===== src/rtl/tsba_pkg.sv =====
// ----------------------------------------------------------------------------
// tsba_pkg
// Types and codes shared by the tree split bus arbiter modules.
// ----------------------------------------------------------------------------
package tsba_pkg;

	localparam int LEVELS      = 4;
	localparam int GROUP_WIDTH = 8;
	localparam int CFG_WIDTH   = 16;

	// item kinds
	localparam logic KIND_START = 1'b0;
	localparam logic KIND_REPLY = 1'b1;

	// reply codes
	localparam logic [1:0] REPLY_NONE = 2'd0;
	localparam logic [1:0] REPLY_ONE  = 2'd1;

	// request kinds
	localparam logic [2:0] RK_POLL   = 3'd0;
	localparam logic [2:0] RK_GROUP  = 3'd1;
	localparam logic [2:0] RK_SINGLE = 3'd2;
	localparam logic [2:0] RK_READ   = 3'd3;
	localparam logic [2:0] RK_DONE   = 3'd4;

	// phase codes
	localparam logic [1:0] PH_IDLE = 2'd0;
	localparam logic [1:0] PH_POLL = 2'd1;
	localparam logic [1:0] PH_SCAN = 2'd2;
	localparam logic [1:0] PH_TREE = 2'd3;

	// register indexes
	localparam logic [1:0] REG_GROUP_FIRST    = 2'd0;
	localparam logic [1:0] REG_GROUP_END      = 2'd1;
	localparam logic [1:0] REG_MESSAGE_TARGET = 2'd2;

	typedef struct packed {
		logic       kind;
		logic [1:0] reply;
	} item_t;

	typedef struct packed {
		logic [2:0]  request_kind;
		logic [2:0]  request_level;
		logic [11:0] request_address;
		logic [15:0] message_count;
	} result_t;

	typedef struct packed {
		logic [7:0]  group_first;
		logic [8:0]  group_end;
		logic [15:0] message_target;
	} cfg_t;

	typedef struct packed {
		logic [1:0]             phase;
		logic [GROUP_WIDTH-1:0] group_index;
		logic [LEVELS-1:0]      branch_bits;
		logic [1:0]             depth;
		logic [15:0]            messages;
		logic [2:0]             pending_kind;
	} state_t;

endpackage


===== src/rtl/tsba_cfg.sv =====
// ----------------------------------------------------------------------------
// tsba_cfg
// Configuration register file written through a plain write port.
// ----------------------------------------------------------------------------
module tsba_cfg (
	input  logic                          clk,
	input  logic                          arst_n,
	input  logic                          cfg_wen,
	input  logic [1:0]                    cfg_index,
	input  logic [tsba_pkg::CFG_WIDTH-1:0] cfg_data,
	output tsba_pkg::cfg_t                cfg
);

	tsba_pkg::cfg_t cfg_q;

	always_ff @(posedge clk or negedge arst_n) begin
		if (!arst_n) begin
			cfg_q.group_first    <= 8'd1;
			cfg_q.group_end      <= 9'd1;
			cfg_q.message_target <= 16'd0;
		end else if (cfg_wen) begin
			case (cfg_index)
				tsba_pkg::REG_GROUP_FIRST: begin
					cfg_q.group_first <= cfg_data[7:0];
				end
				tsba_pkg::REG_GROUP_END: begin
					cfg_q.group_end <= cfg_data[8:0];
				end
				tsba_pkg::REG_MESSAGE_TARGET: begin
					cfg_q.message_target <= cfg_data[15:0];
				end
				default: begin
				end
			endcase
		end
	end

	assign cfg = cfg_q;

endmodule


===== src/rtl/tsba_step.sv =====
// ----------------------------------------------------------------------------
// tsba_step
// Next-state and next-request logic for one item.
// ----------------------------------------------------------------------------
module tsba_step (
	input  tsba_pkg::state_t  state,
	input  tsba_pkg::cfg_t    cfg,
	input  tsba_pkg::item_t   item,
	output tsba_pkg::state_t  state_next,
	output tsba_pkg::result_t result_next
);

	function automatic tsba_pkg::result_t mk_req(input logic [2:0] kind,
			input logic [2:0] level, input logic [11:0] addr, input logic [15:0] count);
		tsba_pkg::result_t r;
		r.request_kind    = kind;
		r.request_level   = level;
		r.request_address = addr;
		r.message_count   = count;
		return r;
	endfunction

	tsba_pkg::state_t  s;
	tsba_pkg::result_t r;
	logic              several;
	logic              reply_one;
	logic              reply_any;
	logic [15:0]       inc;
	logic              do_advance;
	logic              do_next;
	logic              do_scan;
	logic              do_end;
	logic              do_node;
	logic              found;
	logic              exhausted;
	logic [1:0]        d;
	logic [1:0]        b;
	logic [8:0]        gi_plus;
	logic [11:0]       taddr;

	always_comb begin
		s          = state;
		r          = mk_req(tsba_pkg::RK_DONE, 3'd0, 12'd0, state.messages);
		several    = item.reply[1];
		reply_one  = (item.reply == tsba_pkg::REPLY_ONE);
		reply_any  = (item.reply != tsba_pkg::REPLY_NONE);
		inc        = (state.messages != 16'hFFFF) ? state.messages + 16'd1 : state.messages;
		do_advance = 1'b0;
		do_next    = 1'b0;
		do_scan    = 1'b0;
		do_end     = 1'b0;
		do_node    = 1'b0;
		found      = 1'b0;
		exhausted  = 1'b0;
		d          = 2'd0;
		b          = 2'd0;
		gi_plus    = 9'd0;
		taddr      = 12'd0;

		if (item.kind == tsba_pkg::KIND_START) begin
			s.messages    = 16'd0;
			s.branch_bits = '0;
			s.depth       = 2'd0;
			s.group_index = '0;
			do_end        = 1'b1;
		end else begin
			case (state.pending_kind)
				tsba_pkg::RK_POLL: begin
					if (several) begin
						s.group_index = cfg.group_first;
						if ({1'b0, cfg.group_first} < cfg.group_end) begin
							do_scan = 1'b1;
						end else begin
							do_end = 1'b1;
						end
					end else if (reply_one) begin
						s.phase        = tsba_pkg::PH_POLL;
						s.pending_kind = tsba_pkg::RK_READ;
						r = mk_req(tsba_pkg::RK_READ, 3'd0, 12'd0, s.messages);
					end else begin
						do_end = 1'b1;
					end
				end
				tsba_pkg::RK_GROUP: begin
					if (state.phase == tsba_pkg::PH_SCAN) begin
						if (several) begin
							s.phase       = tsba_pkg::PH_TREE;
							s.depth       = 2'(tsba_pkg::LEVELS - 1);
							s.branch_bits = '0;
							do_node       = 1'b1;
						end else if (reply_one) begin
							s.pending_kind = tsba_pkg::RK_READ;
							r = mk_req(tsba_pkg::RK_READ, 3'd0, 12'd0, s.messages);
						end else begin
							do_next = 1'b1;
						end
					end else begin
						s.phase = tsba_pkg::PH_TREE;
						if (several) begin
							if (s.depth != 2'd0) begin
								s.depth = s.depth - 2'd1;
							end
							do_node = 1'b1;
						end else if (reply_one) begin
							s.pending_kind = tsba_pkg::RK_READ;
							r = mk_req(tsba_pkg::RK_READ, 3'd0, 12'd0, s.messages);
						end else begin
							do_advance = 1'b1;
						end
					end
				end
				tsba_pkg::RK_SINGLE: begin
					s.phase = tsba_pkg::PH_TREE;
					if (reply_any) begin
						s.messages = inc;
					end
					do_advance = 1'b1;
				end
				tsba_pkg::RK_READ: begin
					if (state.phase == tsba_pkg::PH_POLL) begin
						s.messages = inc;
						do_end     = 1'b1;
					end else if (state.phase == tsba_pkg::PH_SCAN) begin
						s.messages = inc;
						do_next    = 1'b1;
					end else begin
						s.phase = tsba_pkg::PH_TREE;
						if (reply_any) begin
							s.messages = inc;
						end
						do_advance = 1'b1;
					end
				end
				default: begin
					s.phase        = tsba_pkg::PH_IDLE;
					s.pending_kind = tsba_pkg::RK_DONE;
				end
			endcase
		end

		// walk back up the branch stack
		if (do_advance) begin
			d = s.depth;
			for (int i = 0; i < tsba_pkg::LEVELS; i++) begin
				if (!found && !exhausted) begin
					b = 2'(tsba_pkg::LEVELS - 1) - d;
					if (!s.branch_bits[b]) begin
						s.branch_bits[b] = 1'b1;
						found            = 1'b1;
					end else begin
						s.branch_bits[b] = 1'b0;
						if (d == 2'(tsba_pkg::LEVELS - 1)) begin
							exhausted = 1'b1;
						end else begin
							d = d + 2'd1;
						end
					end
				end
			end
			s.depth = d;
			do_node = found;
			do_next = exhausted;
		end

		if (do_next) begin
			gi_plus = {1'b0, s.group_index} + 9'd1;
			if (gi_plus < cfg.group_end) begin
				s.group_index = gi_plus[7:0];
				do_scan       = 1'b1;
			end else begin
				do_end = 1'b1;
			end
		end

		if (do_scan) begin
			s.phase        = tsba_pkg::PH_SCAN;
			s.branch_bits  = '0;
			s.depth        = 2'd0;
			s.pending_kind = tsba_pkg::RK_GROUP;
			r = mk_req(tsba_pkg::RK_GROUP, 3'(tsba_pkg::LEVELS), {4'd0, s.group_index},
				s.messages);
		end

		if (do_end) begin
			if (s.messages < cfg.message_target) begin
				s.phase        = tsba_pkg::PH_POLL;
				s.pending_kind = tsba_pkg::RK_POLL;
				r = mk_req(tsba_pkg::RK_POLL, 3'd0, 12'd0, s.messages);
			end else begin
				s.phase        = tsba_pkg::PH_IDLE;
				s.pending_kind = tsba_pkg::RK_DONE;
				r = mk_req(tsba_pkg::RK_DONE, 3'd0, 12'd0, s.messages);
				s.messages     = 16'd0;
			end
		end

		if (do_node) begin
			taddr = {s.branch_bits, s.group_index};
			if (s.depth == 2'd0) begin
				s.pending_kind = tsba_pkg::RK_SINGLE;
				r = mk_req(tsba_pkg::RK_SINGLE, 3'd0, taddr, s.messages);
			end else begin
				s.pending_kind = tsba_pkg::RK_GROUP;
				r = mk_req(tsba_pkg::RK_GROUP, {1'b0, s.depth}, taddr, s.messages);
			end
		end

		state_next  = s;
		result_next = r;
	end

endmodule


===== src/rtl/tree_split_bus_arbiter.sv =====
// ----------------------------------------------------------------------------
// tree_split_bus_arbiter
// Bus master sequencer that resolves event collisions by tree splitting.
// ----------------------------------------------------------------------------
// One item is taken per clock cycle while no result waits unaccepted. An
// accepted item waits in the input register until it is loaded, when the
// sequencer state is updated and the next request is written to the result
// register, so each item passes the input register and then the result
// register before its result leaves. The state update, which walks at most
// four levels of the branch stack, is combinational and keeps the rate of one
// item per cycle. While a result waits unaccepted the input register can still
// take one item if it is empty, then the input stalls until the result leaves.
module tree_split_bus_arbiter (
	input  logic                           clk,
	input  logic                           arst_n,
	input  logic                           item_valid,
	output logic                           item_ready,
	input  tsba_pkg::item_t                item,
	output logic                           result_valid,
	input  logic                           result_ready,
	output tsba_pkg::result_t              result,
	input  logic                           cfg_wen,
	input  logic [1:0]                     cfg_index,
	input  logic [tsba_pkg::CFG_WIDTH-1:0] cfg_data
);

	tsba_pkg::cfg_t    cfg;
	tsba_pkg::state_t  state_q;
	tsba_pkg::state_t  state_next;
	tsba_pkg::result_t result_next;
	tsba_pkg::result_t result_q;
	tsba_pkg::item_t   item_s1;
	logic              valid_s1;
	logic              result_valid_q;
	logic              adv;
	logic              load;

	tsba_cfg u_cfg (
		.clk       (clk),
		.arst_n    (arst_n),
		.cfg_wen   (cfg_wen),
		.cfg_index (cfg_index),
		.cfg_data  (cfg_data),
		.cfg       (cfg)
	);

	tsba_step u_step (
		.state       (state_q),
		.cfg         (cfg),
		.item        (item_s1),
		.state_next  (state_next),
		.result_next (result_next)
	);

	assign adv        = !result_valid_q || result_ready;
	assign load       = valid_s1 && adv;
	assign item_ready = !valid_s1 || adv;

	always_ff @(posedge clk or negedge arst_n) begin
		if (!arst_n) begin
			valid_s1 <= 1'b0;
		end else if (item_ready) begin
			valid_s1 <= item_valid;
		end
	end

	always_ff @(posedge clk) begin
		if (item_ready && item_valid) begin
			item_s1 <= item;
		end
	end

	always_ff @(posedge clk or negedge arst_n) begin
		if (!arst_n) begin
			state_q.phase        <= tsba_pkg::PH_IDLE;
			state_q.group_index  <= '0;
			state_q.branch_bits  <= '0;
			state_q.depth        <= 2'd0;
			state_q.messages     <= 16'd0;
			state_q.pending_kind <= tsba_pkg::RK_DONE;
		end else if (load) begin
			state_q <= state_next;
		end
	end

	always_ff @(posedge clk or negedge arst_n) begin
		if (!arst_n) begin
			result_valid_q <= 1'b0;
		end else if (adv) begin
			result_valid_q <= valid_s1;
		end
	end

	always_ff @(posedge clk) begin
		if (load) begin
			result_q <= result_next;
		end
	end

	assign result_valid = result_valid_q;
	assign result       = result_q;

	a_pending_matches: assert property (@(posedge clk) disable iff (!arst_n)
		load |=> (result_q.request_kind == state_q.pending_kind))
		else $error("pending kind differs from issued request");

	a_done_iff_idle: assert property (@(posedge clk) disable iff (!arst_n)
		load |=> ((result_q.request_kind == tsba_pkg::RK_DONE) ==
			(state_q.phase == tsba_pkg::PH_IDLE)))
		else $error("finished request and idle phase disagree");

	a_level_group_only: assert property (@(posedge clk) disable iff (!arst_n)
		load |=> (result_q.request_level == 3'd0 ||
			result_q.request_kind == tsba_pkg::RK_GROUP))
		else $error("level set on a non-group request");

	a_idle_count_clear: assert property (@(posedge clk) disable iff (!arst_n)
		(state_q.phase == tsba_pkg::PH_IDLE) |-> (state_q.messages == 16'd0))
		else $error("message count kept while idle");

endmodule

===== config.mk =====
export PLATFORM = sky130hd
export DESIGN_NAME = tree_split_bus_arbiter
export DESIGN_NICKNAME = d
export VERILOG_FILES = /design/src/rtl/tsba_pkg.sv /design/src/rtl/tsba_cfg.sv /design/src/rtl/tsba_step.sv /design/src/rtl/tree_split_bus_arbiter.sv
export SDC_FILE = /design/constraint.sdc
export NUM_CORES = 1
export LEC_CHECK = 0
export ABC_AREA = 1
export BUFFER_PORTS_ARGS = -buffer_cell sky130_fd_sc_hd__clkbuf_2
export CAP_MARGIN = 40
export CORE_ASPECT_RATIO = 2
export CORE_MARGIN = 4
export CORE_UTILIZATION = 30
export CTS_BUF_LIST = sky130_fd_sc_hd__clkbuf_4
export CTS_CLUSTER_DIAMETER = 120
export DETAILED_ROUTE_END_ITERATION = 10
export GPL_TIMING_DRIVEN = 0
export PLACE_DENSITY_LB_ADDON = 0.1
export SYNTH_ARGS = -nofsm -noshare
export SYNTH_HDL_FRONTEND = slang
export SYNTH_SLANG_ARGS = --single-unit
export TNS_END_PERCENT = 30

===== constraint.sdc =====
create_clock -name clk -period 9.2 [get_ports clk]
set_clock_uncertainty 0.15 [all_clocks]
set_input_delay 0.46 -clock clk [delete_from_list [all_inputs] [get_ports clk]]
set_output_delay 0.46 -clock clk [all_outputs]
set_load 0.005 [all_outputs]

==> out/results.tsv <==
stage	metric	value	unit
clocking	CTS Buf Count	9	
die	die area	0.0271	mm²
die	DIE WIDTH	118	µm
power	PwrDens	274	mW/mm²
clocking	later-pin clock latency in the skew report	0.59	ns
finish	Util after Layout	34.9	%
critical_path	Slowest cell on crit path	nor2_1	
critical_path	Critical R2R Launch	state_q[1]	
critical_path	crit-path most repeated cell	inv_1	
synthesis	yosys warns	0	
grt	first-pass GRT wire length	38000	µm
placed_design	I/O Buffers	61	
critical_path	critical-path cell list	inv_1 -> nor2_1 -> inv_1 -> nor2_1 -> inv_1 -> clkbuf_1 -> a21oi_1 -> o21ai_0 -> o2111a_1 -> ha_1 -> nand2_1 -> inv_1 -> nand3_1 -> o221ai_1 -> a21oi_1 -> inv_1 -> nand2_4 -> buf_6 -> nand2_1 -> o22ai_1	
placed_design	hpwl dp	18900	µm
critical_path	CP peak stage delay	0.50	ns
die	row count	80	
timing	setup TNS	0	ns
detailed_routing	WL final	24100	µm
synthesis	syn_area_per_cell	7.47	µm²
detailed_routing	Vias/cell	5.04	
finish	Final Cell Area	0.00835	mm²
critical_path	worst path arrival time	5.56	ns
synthesis	number of synthesized register bits	107	
critical_path	CP Class	register to register	
timing	final hold violation count	0	
clocking	Clock Pin Slew Worst Setup and Hold Paths	0.19	ns
critical_path	CP delay by family, top	simple AND/OR/NAND/NOR gates	
power	worst vdd ir	0.0705	mV
die	core area	0.0239	mm²
min_path	HP Start	cfg_data[1]	
critical_path	CP Capture Type	register	
timing	worst relative slew slack	50.8	%
timing	post-layout minimum cycle time	5.35	ns
detailed_routing	DRC Markers	0	
clocking	clk sinks	107	
synthesis	Most used DFF post-synth	dfrtp_1	
synthesis	most frequent cell after synthesis	nand2_1	
min_path	Hold Path Class	primary input to register	
finish	final net count	1134	
clocking	# H-tree levels	3	
detailed_routing	Pre-antenna DRT Iters	6	
synthesis	Mapped Nets	1042	
critical_path	Worst Path Max Fanout	10	
placed_design	placed cell count	1331	
finish	area grow syn2layout	14.0	%
grt	number of global-route vias before repair	7047	
power	leakage	3.91	nW
detailed_routing	Antenna Violating Nets Remaining	0	
synthesis	Synth area leader	dfrtp_1	
critical_path	RR Endpoint	result[7]	
critical_path	Startpoint Class	register	
clocking	CTS tree	yes	
timing	actual slew at the worst max-slew pin	0.738	ns
run_status	status	finished clean	
min_path	end of the worst hold path	u_cfg.cfg[26]	
run	max_cap viols	0	
die	die height	229	µm
finish	layout cells sized above 1	13.2	%
timing	period utilization	58.1	%
finish	fillcell total	2569	
detailed_routing	Initial DRC Count	422	
critical_path	Critical path buffers and inverters	7	
grt	Tot GR Track Use	18.3	%
min_path	hold path depth	3	
synthesis	Mapped Area	0.00732	mm²
critical_path	r2r setup slk	3.85	ns
synthesis	asr flop ratio synth	65.4	%
grt	antenna violations before repair	2	
clocking	PostCTS Resize Cnt	0	
synthesis	Mapped Cells	981	
placed_design	routability congestion estimate	0.915	
detailed_routing	routed vias	6891	
detailed_routing	Routed WL per cell	17.6	µm
clocking	CTS root buf	clkbuf_4	
critical_path	WP data required	9.41	ns
placed_design	Post-DP Area	0.00803	mm²
timing	unrepaired setup endpoints after global routing	no	
timing	Finish-stage setup viols	0	
grt	Congestion Overflow GR	0	
die	Initial Util	30.6	%
synthesis	Synth area leaders	dfrtp_1 23%, edfxtp_1 15%, nand2_1 12%	
timing	Max Fclk	187	MHz
synthesis	post-synth cell types	46	
timing	fin. max-slew vios	0	
critical_path	FF-to-FF path depth	20	
synthesis	Post-synth top cells	227 x nand2_1, 132 x inv_1, 106 x o21ai_0	
finish	Non-Filler Instances	1367	
synthesis	top cell type's share of synthesized area	22.9	%
synthesis	number of flops mapped to enable cells by yosys	37	
grt	largest net degree at the start of global routing	38	
clocking	Max Root-Sink Buffers	2	
power	total power	2.29	mW
die	I/O pin cnt	62	
synthesis	register area share after synthesis	39.1	%
## layer usage
metal | up-vias | global-route usage (%) | wire [µm]
li1 | 3444 | - | -
met1 | 3243 | 18.2 | 8650
met2 | 150 | 35.6 | 13500
met3 | 54 | 2.50 | 785
met4 | 0 | 9.76 | 1100
met5 | - | 0 | 0
## worst max path at each step
stage / start / to / slack [ns] / depth (start not counted)
4_1_cts: state_q[1] / result[7] / 3.77 / 19
3_5_place_dp: state_q[1] / result[7] / 3.88 / 19
5_1_grt: state_q[1] / result[7] / 3.47 / 20
6_report: state_q[1] / result[7] / 3.85 / 20
2_1_floorplan: state_q[2] / result[12] / 5.61 / 24
3_3_place_gp: state_q[1] / result[7] / 3.91 / 19
## tightest hold or removal path, cell delays in order
cell and delay, ns:
clkbuf_2 0.08, inv_1 0.13, o21ai_0 0.11
## layout by cell type (no fill, tap or decap), types with 9 or more instances in the layout
cell / Yosys / final
nor3_1: 13 / 13
o211ai_1: 9 / 9
dlygate4sd3_1: 0 / 18
a21oi_1: 45 / 45
ha_1: 35 / 35
o22ai_1: 19 / 19
inv_1: 132 / 132
nor2_1: 87 / 87
clkbuf_1: 27 / 26
dfrtp_1: 67 / 67
nand2_2: 12 / 12
o21ai_0: 106 / 106
nand2_1: 227 / 227
nand3_1: 30 / 30
xor2_1: 11 / 11
clkbuf_2: 0 / 61
o21ai_1: 28 / 28
nand4_1: 12 / 12
nand3_2: 9 / 9
edfxtp_1: 37 / 37
o2111a_1: 9 / 9
clkbuf_4: 0 / 10
## kinds of logic after synthesis
logic type                 Yosys count  share of synthesized area (%)
DFF                                107                           39.1
AOI/OAI and AO/OA                  238                           18.7
buffers and inverters              179                           9.82
and+or+nand+nor                    407                           24.5
xor gates and xnor gates            14                           1.67
muxes                                1                          0.137
adders and majority gates           35                           5.98
## stage by stage
stage | hold slack, ns | setup WS, ns
2_1_floorplan | 0.0144 | 5.61
4_1_cts | 0.0167 | 3.77
3_5_place_dp | 0.323 | 3.88
6_report | 0.0629 | 3.85
3_3_place_gp | 0.318 | 3.91
5_1_grt | 0.0529 | 3.47
## where the power goes
group / leakage (nW) / total, mW / internal (mW) / switching [mW]
clock network: 0.0714 / 0.258 / 0.0625 / 0.195
logic: 2.59 / 1.29 / 0.418 / 0.871
registers: 1.25 / 0.742 / 0.651 / 0.0910
## sequential cells by signal (all words and copies together), names as in the netlist
signal	flops
state_q	35
result	34
u_cfg.cfg	33
item_s1	3
result_valid	1
valid_s1	1
## area by class of cell
cell class,count,area [µm²],area share [%]
clock buffers,9,67.6,0.809
repair buffers,81,528,6.32
well taps,287,359,4.30
plain buffers,38,191,2.29
clock inverters,7,65.1,0.779
flip-flops and latches,107,2870,34.3
multi-input cells,695,3740,44.8
inverters,141,529,6.34
diodes,2,5.00,0.0599
## what timing repair did
| action | CTS | global route |
|---|---|---|
| hold buffers | 18 | 0 |
| hold endpoints to repair | 55 | 0 |
| setup buffers | 0 | 0 |
No activity file was read; power rests on OpenSTA's default activity.
